`config.mk`:
```
export PLATFORM = sky130hd
export DESIGN_NAME = ecls_ctrl
export DESIGN_NICKNAME = d
export VERILOG_FILES = /design/src/rtl/entropy_compression_level_select_top_defines.svh /design/src/rtl/ecls_pkg.sv /design/src/rtl/ecls_ctrl.sv
export SDC_FILE = /design/constraint.sdc
export NUM_CORES = 1
export LEC_CHECK = 0
export BUFFER_PORTS_ARGS = -buffer_cell sky130_fd_sc_hd__buf_2
export CELL_PAD_IN_SITES_DETAIL_PLACEMENT = 2
export CELL_PAD_IN_SITES_GLOBAL_PLACEMENT = 2
export CORE_ASPECT_RATIO = 0.75
export CORE_MARGIN = 5
export CORE_UTILIZATION = 20
export CTS_CLUSTER_SIZE = 40
export DETAILED_ROUTE_END_ITERATION = 8
export GPL_TIMING_DRIVEN = 0
export PLACE_DENSITY = 0.83
export SETUP_SLACK_MARGIN = 0.15
export SYNTH_ARGS = -nofsm -noshare
export SYNTH_HDL_FRONTEND = slang
export SYNTH_SLANG_ARGS = --single-unit
```
`constraint.sdc`:
```
create_clock -name clk -period 1.5 [get_ports clk]
set_input_delay 0.375 -clock clk [delete_from_list [all_inputs] [get_ports clk]]
set_output_delay 0.375 -clock clk [all_outputs]
set_load 0.02 [all_outputs]
```
`src/rtl/entropy_compression_level_select_top_defines.svh`:
```
// ----------------------------------------------------------------------------
// Entropy level select assertion macros
// Shared property shapes for the checks at the end of the top level.
// ----------------------------------------------------------------------------
`ifndef ENTROPY_COMPRESSION_LEVEL_SELECT_TOP_DEFINES_SVH
`define ENTROPY_COMPRESSION_LEVEL_SELECT_TOP_DEFINES_SVH

// Same-cycle implication, sampled on clk and held off during reset.
`define ECLS_ASSERT_SAME(lbl, ante, cons, msg) \
	lbl: assert property (@(posedge clk) disable iff (!arst_n) (ante) |-> (cons)) \
		else $error(msg);

// Next-cycle implication, sampled on clk and held off during reset.
`define ECLS_ASSERT_NEXT(lbl, ante, cons, msg) \
	lbl: assert property (@(posedge clk) disable iff (!arst_n) (ante) |=> (cons)) \
		else $error(msg);

`endif

```
`src/rtl/ecls_pkg.sv`:
```
// ----------------------------------------------------------------------------
// Entropy level select package
// Widths, register indexes, levels, state type and control structs.
// ----------------------------------------------------------------------------
package ecls_pkg;

	// Histogram geometry
	localparam int HIST_BINS = 256;
	localparam int BIN_IDX_W = 8;
	localparam int DEF_PAGE_BYTES = 4096;

	// Log2 result: integer part and fraction
	localparam int LOG_K_W = 5;
	localparam int LOG_FRAC_W = 16;
	localparam int LOG_W = LOG_K_W + LOG_FRAC_W;
	localparam int LOG_MANT_W = 32;

	// Field widths
	localparam int BYTE_W = 8;
	localparam int LEVEL_W = 5;
	localparam int ENT_W = 12;
	localparam int LEN_W = 13;
	localparam int IN_TDATA_W = 8;
	localparam int OUT_TDATA_W = 32;

	// Configuration port
	localparam int CFG_IDX_W = 2;
	localparam int CFG_DATA_W = 12;
	localparam logic [CFG_IDX_W-1:0] REG_LEVEL_OVERRIDE = 2'd0;
	localparam logic [CFG_IDX_W-1:0] REG_LOW_THRESHOLD = 2'd1;
	localparam logic [CFG_IDX_W-1:0] REG_HIGH_THRESHOLD = 2'd2;
	localparam logic [ENT_W-1:0] LOW_THRESHOLD_RST = 12'd1024;
	localparam logic [ENT_W-1:0] HIGH_THRESHOLD_RST = 12'd1536;

	// Levels and limits
	localparam logic [LEVEL_W-1:0] LEVEL_FAST = 5'd1;
	localparam logic [LEVEL_W-1:0] LEVEL_MID = 5'd3;
	localparam logic [LEVEL_W-1:0] LEVEL_HIGH = 5'd5;
	localparam logic [LEVEL_W-1:0] LEVEL_MAX = 5'd22;
	localparam logic [ENT_W-1:0] ENT_MAX = 12'd2048;
	localparam logic [LEN_W-1:0] LEN_MAX = 13'd8191;

	typedef enum logic [3:0] {
		ST_ACCUM,
		ST_DRAIN,
		ST_BIN_CHECK,
		ST_BIN_READ,
		ST_BIN_LOG,
		ST_BIN_ACC,
		ST_N_LOG,
		ST_DIV,
		ST_FINISH
	} ecls_state_t;

	// Controller to datapath commands
	typedef struct packed {
		logic byte_take;
		logic bin_clr;
		logic bin_next;
		logic bin_rd;
		logic log_start_bin;
		logic log_start_n;
		logic mul;
		logic acc;
		logic latch_ln;
		logic div_start;
		logic load_out;
		logic page_clr;
	} ecls_cmd_t;

	// Datapath to controller status
	typedef struct packed {
		logic bin_valid;
		logic bin_last;
		logic log_done;
		logic div_done;
		logic out_free;
	} ecls_sts_t;

endpackage

```
`src/rtl/ecls_ctrl.sv`:
```
// ----------------------------------------------------------------------------
// Entropy level select controller
// Sequences byte intake, the bin walk, the divide and the result hand-over.
// ----------------------------------------------------------------------------
module ecls_ctrl
	import ecls_pkg::*;
(
	input  logic      clk,
	input  logic      arst_n,
	input  logic      in_valid,
	input  logic      in_last,
	output logic      in_ready,
	input  ecls_sts_t sts,
	output ecls_cmd_t cmd
);

	ecls_state_t state_q;
	ecls_state_t state_d;

	always_ff @(posedge clk or negedge arst_n) begin
		if (!arst_n) begin
			state_q <= ST_ACCUM;
		end else begin
			state_q <= state_d;
		end
	end

	always_comb begin
		state_d  = state_q;
		cmd      = '0;
		in_ready = 1'b0;
		case (state_q)
			// Bytes stream in; the page ends with the byte marked last.
			ST_ACCUM: begin
				in_ready      = 1'b1;
				cmd.byte_take = in_valid;
				if (in_valid && in_last) begin
					state_d = ST_DRAIN;
				end
			end
			// Let the final histogram write land.
			ST_DRAIN: begin
				cmd.bin_clr = 1'b1;
				state_d     = ST_BIN_CHECK;
			end
			// Empty bins are skipped without a read.
			ST_BIN_CHECK: begin
				if (sts.bin_valid) begin
					cmd.bin_rd = 1'b1;
					state_d    = ST_BIN_READ;
				end else if (sts.bin_last) begin
					cmd.log_start_n = 1'b1;
					state_d         = ST_N_LOG;
				end else begin
					cmd.bin_next = 1'b1;
				end
			end
			ST_BIN_READ: begin
				cmd.log_start_bin = 1'b1;
				state_d           = ST_BIN_LOG;
			end
			ST_BIN_LOG: begin
				if (sts.log_done) begin
					cmd.mul = 1'b1;
					state_d = ST_BIN_ACC;
				end
			end
			ST_BIN_ACC: begin
				cmd.acc = 1'b1;
				if (sts.bin_last) begin
					cmd.log_start_n = 1'b1;
					state_d         = ST_N_LOG;
				end else begin
					cmd.bin_next = 1'b1;
					state_d      = ST_BIN_CHECK;
				end
			end
			ST_N_LOG: begin
				if (sts.log_done) begin
					cmd.latch_ln  = 1'b1;
					cmd.div_start = 1'b1;
					state_d       = ST_DIV;
				end
			end
			ST_DIV: begin
				if (sts.div_done) begin
					state_d = ST_FINISH;
				end
			end
			// Wait for room in the output register, then start a fresh page.
			ST_FINISH: begin
				if (sts.out_free) begin
					cmd.load_out = 1'b1;
					cmd.page_clr = 1'b1;
					state_d      = ST_ACCUM;
				end
			end
			default: begin
				state_d = ST_ACCUM;
			end
		endcase
	end

endmodule

```
==> results of run 1 <==
[through the flow]
stage | area [sq um] | setup slack, ns | hold WS (ns) | instances | TNS, ns
global route | 1030 | -0.483 | 0.350 | 122 | -4.84
finish | 1030 | -0.433 | 0.338 | 122 | -4.03
global placement | 666 | -0.247 | 0.178 | 96 | -1.08
CTS | 957 | -0.419 | 0.337 | 116 | -3.30
detailed placement | 666 | -0.258 | 0.179 | 96 | -1.28
floorplan | 531 | -0.106 | 0.0794 | 51 | -0.319
[metal layers]
layer  up-vias  wire, microns  track usage
met2        25           1220        0.270
met5         -              0            0
met3         9             98       0.0182
met1       269            986        0.169
met4         0            121        0.141
li1        273              -            -
[kinds of logic after synthesis]
kind of cell	after synthesis	synth area share
AND/OR/NAND/NOR	30	0.448
AO/OA/AOI/OAI	9	0.152
buffers and inverters	8	0.161
flip-flops	4	0.239
[path summary, 6_finish.rpt]
| check | start | to | slack [ns] | depth (start not counted) |
|---|---|---|---|---|
| worst max-delay path | state_q[0]$_DFFE_PN0P_ | cmd[6] | -0.43 | 5 |
| worst min-delay path | sts[1] | state_q[0]$_DFFE_PN0P_ | 0.34 | 2 |
| worst max register to register | state_q[1]$_DFFE_PN0P_ | state_q[2]$_DFFE_PN0P_ | -0.28 | 7 |
| worst min register to register | state_q[3]$_DFFE_PN0P_ | state_q[2]$_DFFE_PN0P_ | 0.65 | 2 |
| max in group asynchronous | arst_n | state_q[2]$_DFFE_PN0P_ | 0.86 | 2 |
| min in group asynchronous | arst_n | state_q[3]$_DFFE_PN0P_ | 0.48 | 2 |
[cells in the final DEF, fill, tap and decap left out, drive strengths merged, types with 3 or more instances in the layout]
| master | Yosys | layout |
|---|---|---|
| a21oi | 4 | 4 |
| and2 | 3 | 3 |
| buf | 6 | 48 |
| clkbuf | 0 | 4 |
| dfrtp | 4 | 4 |
| nand2 | 4 | 4 |
| nand2b | 3 | 3 |
| nor2 | 4 | 4 |
| nor2b | 3 | 3 |
| nor3 | 3 | 3 |
| o22ai | 3 | 3 |
[worst max-delay path: cells and delay by family (launching register included)]
kind,cells,cell delay (ns)
simple gates,3,0.64
flops,1,0.42
compound gates,1,0.15
buf+inv,1,0.11
[power by group through the flow]
stage / clock, uW / sequential [uW] / combinational, uW
2_1_floorplan: 0 / 230 / 781
3_3_place_gp: 0 / 246 / 948
3_5_place_dp: 0 / 251 / 973
4_1_cts: 153 / 234 / 1550
5_1_grt: 177 / 244 / 1920
6_report: 161 / 238 / 1810
[timing repair]
item	in CTS	in global routing
setup endpoints to repair	15	15
gates resized for setup	36	7
pin swaps	9	7
endpoints found under the hold margin	4	0
buffers inserted	15	6
hold buffers	1	0
[cell type report]
cell class | count | area (sq um) | share of cell area
Tap cell | 24 | 30.0 | 0.0291
Clock buffer | 4 | 26.3 | 0.0255
Timing Repair Buffer | 43 | 385 | 0.374
Buffer | 6 | 75.1 | 0.0728
Sequential cell | 4 | 104 | 0.101
Multi-Input combinational cell | 39 | 403 | 0.391
Inverter | 2 | 7.51 | 0.00728
==> implementation parameters, run 1 <==
Parameter                              Value

Yosys
  Synth top area share ... 0.239
  Sequential cell area fraction in the yosys report ... 0.239
  Commonest register cell after synthesis ... dfrtp_1
  Number of enable-type register cells in the synthesized netlist ... 0
  Unique cell type count in the Yosys netlist ... 24
  Syn Inst Count ... 51
  Synth Net Count ... 60
  Share of synthesized flip-flops with an asynchronous set or reset ... 1.00
  Seq cells post-synth ... 4
  Post-synthesis area per instance ... 8.22 sq um
  Most numerous cell types in the synthesized netlist ... a21oi_1, buf_6, dfrtp_1, nand2_1, nor2_1
  Count of warnings emitted by yosys ... 0
  Synth Cell Area ... 419 sq um
  Main area contributors after synthesis ... dfrtp_1, buf_6, a21oi_1
  Cell type contributing the most total cell area after synthesis ... dfrtp_1

Setup path
  Max stage delay on crit path ... 0.42 ns
  Critical Path Fanout Max ... 3
  Critical Path Source Type ... flop
  Sequence of cells on the critical path ... nand2b_4, or3_4, a21oi_4, and2_2, buf_6
  WP data arrival ... 1.56 ns
  Critical path endpoint category ... output port
  Critical path's slowest cell ... dfrtp_2
  Critical path class ... reg2out
  CP required ... 1.12 ns

Die
  Y dimension of the die ... 49.6 microns
  Die X ... 62.9 microns
  Top Ports ... 22
  Die outline area ... 3120 sq um
  Starting density of the core ... 0.210
  Core region area ... 2000 sq um
  # rows ... 14

Timing
  Clock Skews ... 0.00836 ns
  Setup slack of the critical path after layout ... -0.433 ns
  Final worst path period share ... 1.29
  Slew headroom ... 0.789
  Slew at the pin closest to its max-slew limit ... 0.315 ns
  Count of endpoints failing hold in the final timing report ... 0
  Count of endpoints failing setup in the final report ... 15
  Final Max Tran Viols ... 0
  RSZ-0062 raised after global routing ... true
  Maximum achievable frequency ... 517 MHz
  Final critical-path required period ... 1.93 ns

Final layout
  Fraction of layout instances using a drive strength above 1 ... 0.796
  Filler Cells Inserted ... 207
  Nets@finish ... 108
  Number of diodes ... 0
  Final standard cell utilization of the core ... 0.516
  Register ranked first by flip-flop count ... state_q
  Max reg flops ... 4
  Syn-to-layout area delta ... 146%
  Registers with the most flip-flops ... state_q (4)

CTS
  Clock tree from TritonCTS ... done
  H-tree levels ... 1
  CTS clk-pin slew, worst paths ... 0.04 ns
  Sink Count ... 4
  Total clock buffers created by CTS ... 3
  Maximum buffer depth of the clock tree ... 2
  Clock root buffer ... clkbuf_4
  Skew-Pair Late Insertion Delay ... 0.25 ns

GRT
  Maximum number of pins on one net before global-route repair ... 11
  Number of antenna violations at the first check in global routing ... 0
  Total gr overflow ... 0
  Total global-route track usage ... 0.157
  First-pass GRT wire length ... 3.61 mm
  Number of global-route vias before repair ... 658

Pwr
  Power per standard cell area ... 2140 nW/um^2
  Overall power consumption ... 2210 uW
  Max VDD drop ... 1.08 mV
  Clock network fraction of design power ... 0.073
  Sw power ... 928 uW
  Part of the power in combinational logic ... 0.819
  Switching portion of total power ... 0.420
  P_leak ... 0.000475 uW
  Sequential share of power ... 0.108
  Internal power ... 1280 uW

Routing
  Drc violations ... 0
  Average detailed-routed wire length per instance ... 19.9 microns
  Total length of routed wires ... 2.43 mm
  Antenna-violating nets left ... 0
  Number of detailed-routing iterations run before antenna repair ... 2
  First-iteration detailed-routing DRC count ... 2
  Ratio of routed vias to standard cells ... 4.72
  Overall via count from detail_route ... 576

Job
  Max capacitance violation total ... 0

Hold path
  Hold Path Class ... in2reg

Place
  I/O Buffers ... 21
  Detailed-placement wirelength estimate ... 1.14 mm
  Routability-driven placement congestion ratio ... 0.721

Outcome
  Run status ... finished with violations
  Violated checks ... negative setup slack
No activity file was read; power rests on OpenSTA's default activity.
==> inputs of run 2 (changes only) <==
- CORE_UTILIZATION: 20 -> 22
- PLACE_DENSITY: 0.83 -> 0.86
- SKIP_LAST_GASP: not set -> 1
- clock period: 1.5 -> 1.9 ns (I/O delays scaled with it)
==> run 2 against run 1 <==
Against the previous run: clock skew is 0.0012 ns lower; sequential power fell by 26%; utilization decreased by 3.6 points; critical path depth unchanged; sequential share of layout area grew 2.0 points; clock power shrank 24%; hold slack worse by 0.32 ns; register-to-register slack better by 0.17 ns; largest power group unchanged; count of clock-buffer cells in the layout shrank 1; first-iteration DRC count grew to 8.0 times the previous value; the run still ends with negative setup slack left; global-route usage shrank 1.5 points.
==> implementation parameters, run 2 (synthesized netlist as in run 1, its figures left out) <==
Parameter                              Value

Setup path
  CP required ... 1.42 ns (+0.30 ns)
  Sum of buffers and inverters on the critical path ... 1 (unchanged)
  Critical Path Fanout Max ... 2 (-1)
  Critical Path Source Type ... flop
  Max stage delay on crit path ... 0.38 ns (-0.04 ns)
  WP data arrival ... 1.54 ns (-0.02 ns)
  Sequence of cells on the critical path ... nand2b_4, or3_4, a21oi_2, nor2b_4, buf_6
  Critical path endpoint category ... output port
  Critical path's slowest cell ... dfrtp_1
  Critical path class ... reg2out
  Internal reg-to-reg setup slack ... -0.11 ns (+0.17 ns)
  Critical path's top delay family ... simple AND/OR/NAND/NOR gates

Routing
  Average detailed-routed wire length per instance ... 19.6 microns (-1.4%)
  Ratio of routed vias to standard cells ... 4.91 (+4.1%)
  Drc violations ... 0 (unchanged)
  Antenna-violating nets left ... 0 (unchanged)
  Number of detailed-routing iterations run before antenna repair ... 4 (+2)
  Overall via count from detail_route ... 565 (-1.9%)
  Total length of routed wires ... 2.26 mm (-7.1%)
  First-iteration detailed-routing DRC count ... 16 (+14)

CTS
  Total clock buffers created by CTS ... 3 (unchanged)
  H-tree levels ... 1 (unchanged)
  Clock tree from TritonCTS ... done
  Skew-Pair Late Insertion Delay ... 0.25 ns (about the same)
  Maximum buffer depth of the clock tree ... 2 (unchanged)
  Hold buffer count at CTS ... 0 (-1)
  CTS clk-pin slew, worst paths ... 0.05 ns (about the same)
  Sink Count ... 4 (unchanged)
  Clock root buffer ... clkbuf_4

Final layout
  Max reg flops ... 4 (unchanged)
  Registers with the most flip-flops ... state_q (4)
  Nets@finish ... 104 (-3.7%)
  Most used cells in the layout excluding fill and tap cells ... buf_4, buf_2, buf_6
  Register area ... 103 sq um (-1.2%)
  Most frequent standard cell in the layout excluding fill and tap cells ... buf_4
  Fraction of layout instances using a drive strength above 1 ... 0.710 (-0.0862)
  Number of diodes ... 0 (unchanged)
  Filler Cells Inserted ... 202 (-2.4%)
  Final standard cell utilization of the core ... 0.480 (-0.0364)
  Area of the multi-input gates ... 334 sq um (-17%)
  Syn-to-layout area delta ... 103%
  Register ranked first by flip-flop count ... state_q

Die
  Top Ports ... 22 (unchanged)
  Die X ... 60.4 microns (-3.9%)
  # rows ... 13 (-1)
  Die outline area ... 2890 sq um (-7.5%)
  Starting density of the core ... 0.236 (+0.0265)
  Y dimension of the die ... 47.8 microns (-3.7%)
  Core region area ... 1770 sq um (-11%)

GRT
  Total gr overflow ... 0 (unchanged)
  Total global-route track usage ... 0.143 (-0.0146)
  Number of global-route vias before repair ... 628 (-4.6%)
  First-pass GRT wire length ... 2.98 mm (-17%)
  Maximum number of pins on one net before global-route repair ... 11 (unchanged)
  Number of antenna violations at the first check in global routing ... 0 (unchanged)

Pwr
  Overall power consumption ... 1380 uW (-37%)
  Power per standard cell area ... 1620 nW/um^2 (-24%)
  P_leak ... 0.000410 uW (-14%)
  Max VDD drop ... 0.590 mV (-45%)

Place
  Routability-driven placement congestion ratio ... 0.752 (+4.3%)
  Detailed-placement wirelength estimate ... 1.06 mm (-7.4%)
  I/O Buffers ... 21 (unchanged)

Hold path
  Hold Path Class ... in2async

Timing
  Maximum achievable frequency ... 496 MHz
  Final Max Tran Viols ... 0 (unchanged)
  RSZ-0062 raised after global routing ... true
  Setup slack of the critical path after layout ... -0.115 ns (+0.318 ns)
  Clock Skews ... 0.00717 ns (-0.00119 ns)
  Count of endpoints failing setup in the final report ... 6 (-9)
  Count of endpoints failing hold in the final timing report ... 0 (unchanged)
  Final worst path period share ... 1.06
  Final critical-path required period ... 2.01 ns
  Slew headroom ... 0.833 (+0.0436)
  Slew at the pin closest to its max-slew limit ... 0.249 ns (-0.0666 ns)

Outcome
  Run status ... finished with violations
  Violated checks ... negative setup slack

Job
  Max capacitance violation total ... 0 (unchanged)
==> run 2: layout make-up <==
cell class / count / share of cell area
Multi-Input combinational cell: 39 / 0.393
Timing Repair Buffer: 39 / 0.340
Buffer: 6 / 0.0794
Tap cell: 22 / 0.0324
Sequential cell: 4 / 0.121
Clock buffer: 3 / 0.0265
Inverter: 2 / 0.00882
==> run 2: repair_timing <==
action | 4_1_cts | 5_1_grt
pin swaps | 3 | 2
endpoints found under the setup margin | 12 | 14
gates cloned | 0 | 1
gates resized for setup | 19 | 10
setup buffers | 10 | 7
==> run 2: path summary, 6_finish.rpt <==
path,start,end,cells after the start
worst min register to register,state_q[3]$_DFFE_PN0P_,state_q[1]$_DFFE_PN0P_,2
max in group asynchronous,arst_n,state_q[2]$_DFFE_PN0P_,1
min in group clk,sts[1],state_q[0]$_DFFE_PN0P_,2
worst max register to register,state_q[0]$_DFFE_PN0P_,state_q[3]$_DFFE_PN0P_,12
worst min-delay path,arst_n,state_q[3]$_DFFE_PN0P_,1
worst max-delay path,state_q[0]$_DFFE_PN0P_,cmd[9],5
==> run 2: layer usage <==
metal	routed length [microns]	GRT usage	share of wire	vias to the layer above
met5	0	0	0	-
met4	36	0.0398	0.016	0
met3	89	0.0162	0.039	5
met2	1200	0.304	0.53	20
met1	932	0.148	0.41	278
li1	-	-	-	262
==> run 2: metrics by stage <==
stage	setup TNS (ns)	hold WS [ns]	instances	setup slack (ns)	area, sq um
2_1_floorplan	0	0.179	51	0.0908	427
3_3_place_gp	0	0.278	94	0.0270	559
3_5_place_dp	0	0.279	94	0.00539	559
4_1_cts	-0.325	0.0157	107	-0.0746	724
5_1_grt	-1.02	0.0180	115	-0.175	851
6_report	-0.457	0.0178	115	-0.115	851
==> run 2: where the power goes <==
group,total [uW],leakage [uW],internal [uW],switching [uW]
clock network,122,0.0000138,71.7,50.0
registers,177,0.0000464,128,48.5
logic,1080,0.000349,576,506
==> run 2: worst reg2reg max path, delay by kind of cell, from the launching register on <==
family / cells / cell delay (ns)
buffers and inverters: 9 / 1.19
AO/OA/AOI/OAI: 1 / 0.16
AND/OR/NAND/NOR: 2 / 0.20
flip-flops: 1 / 0.38
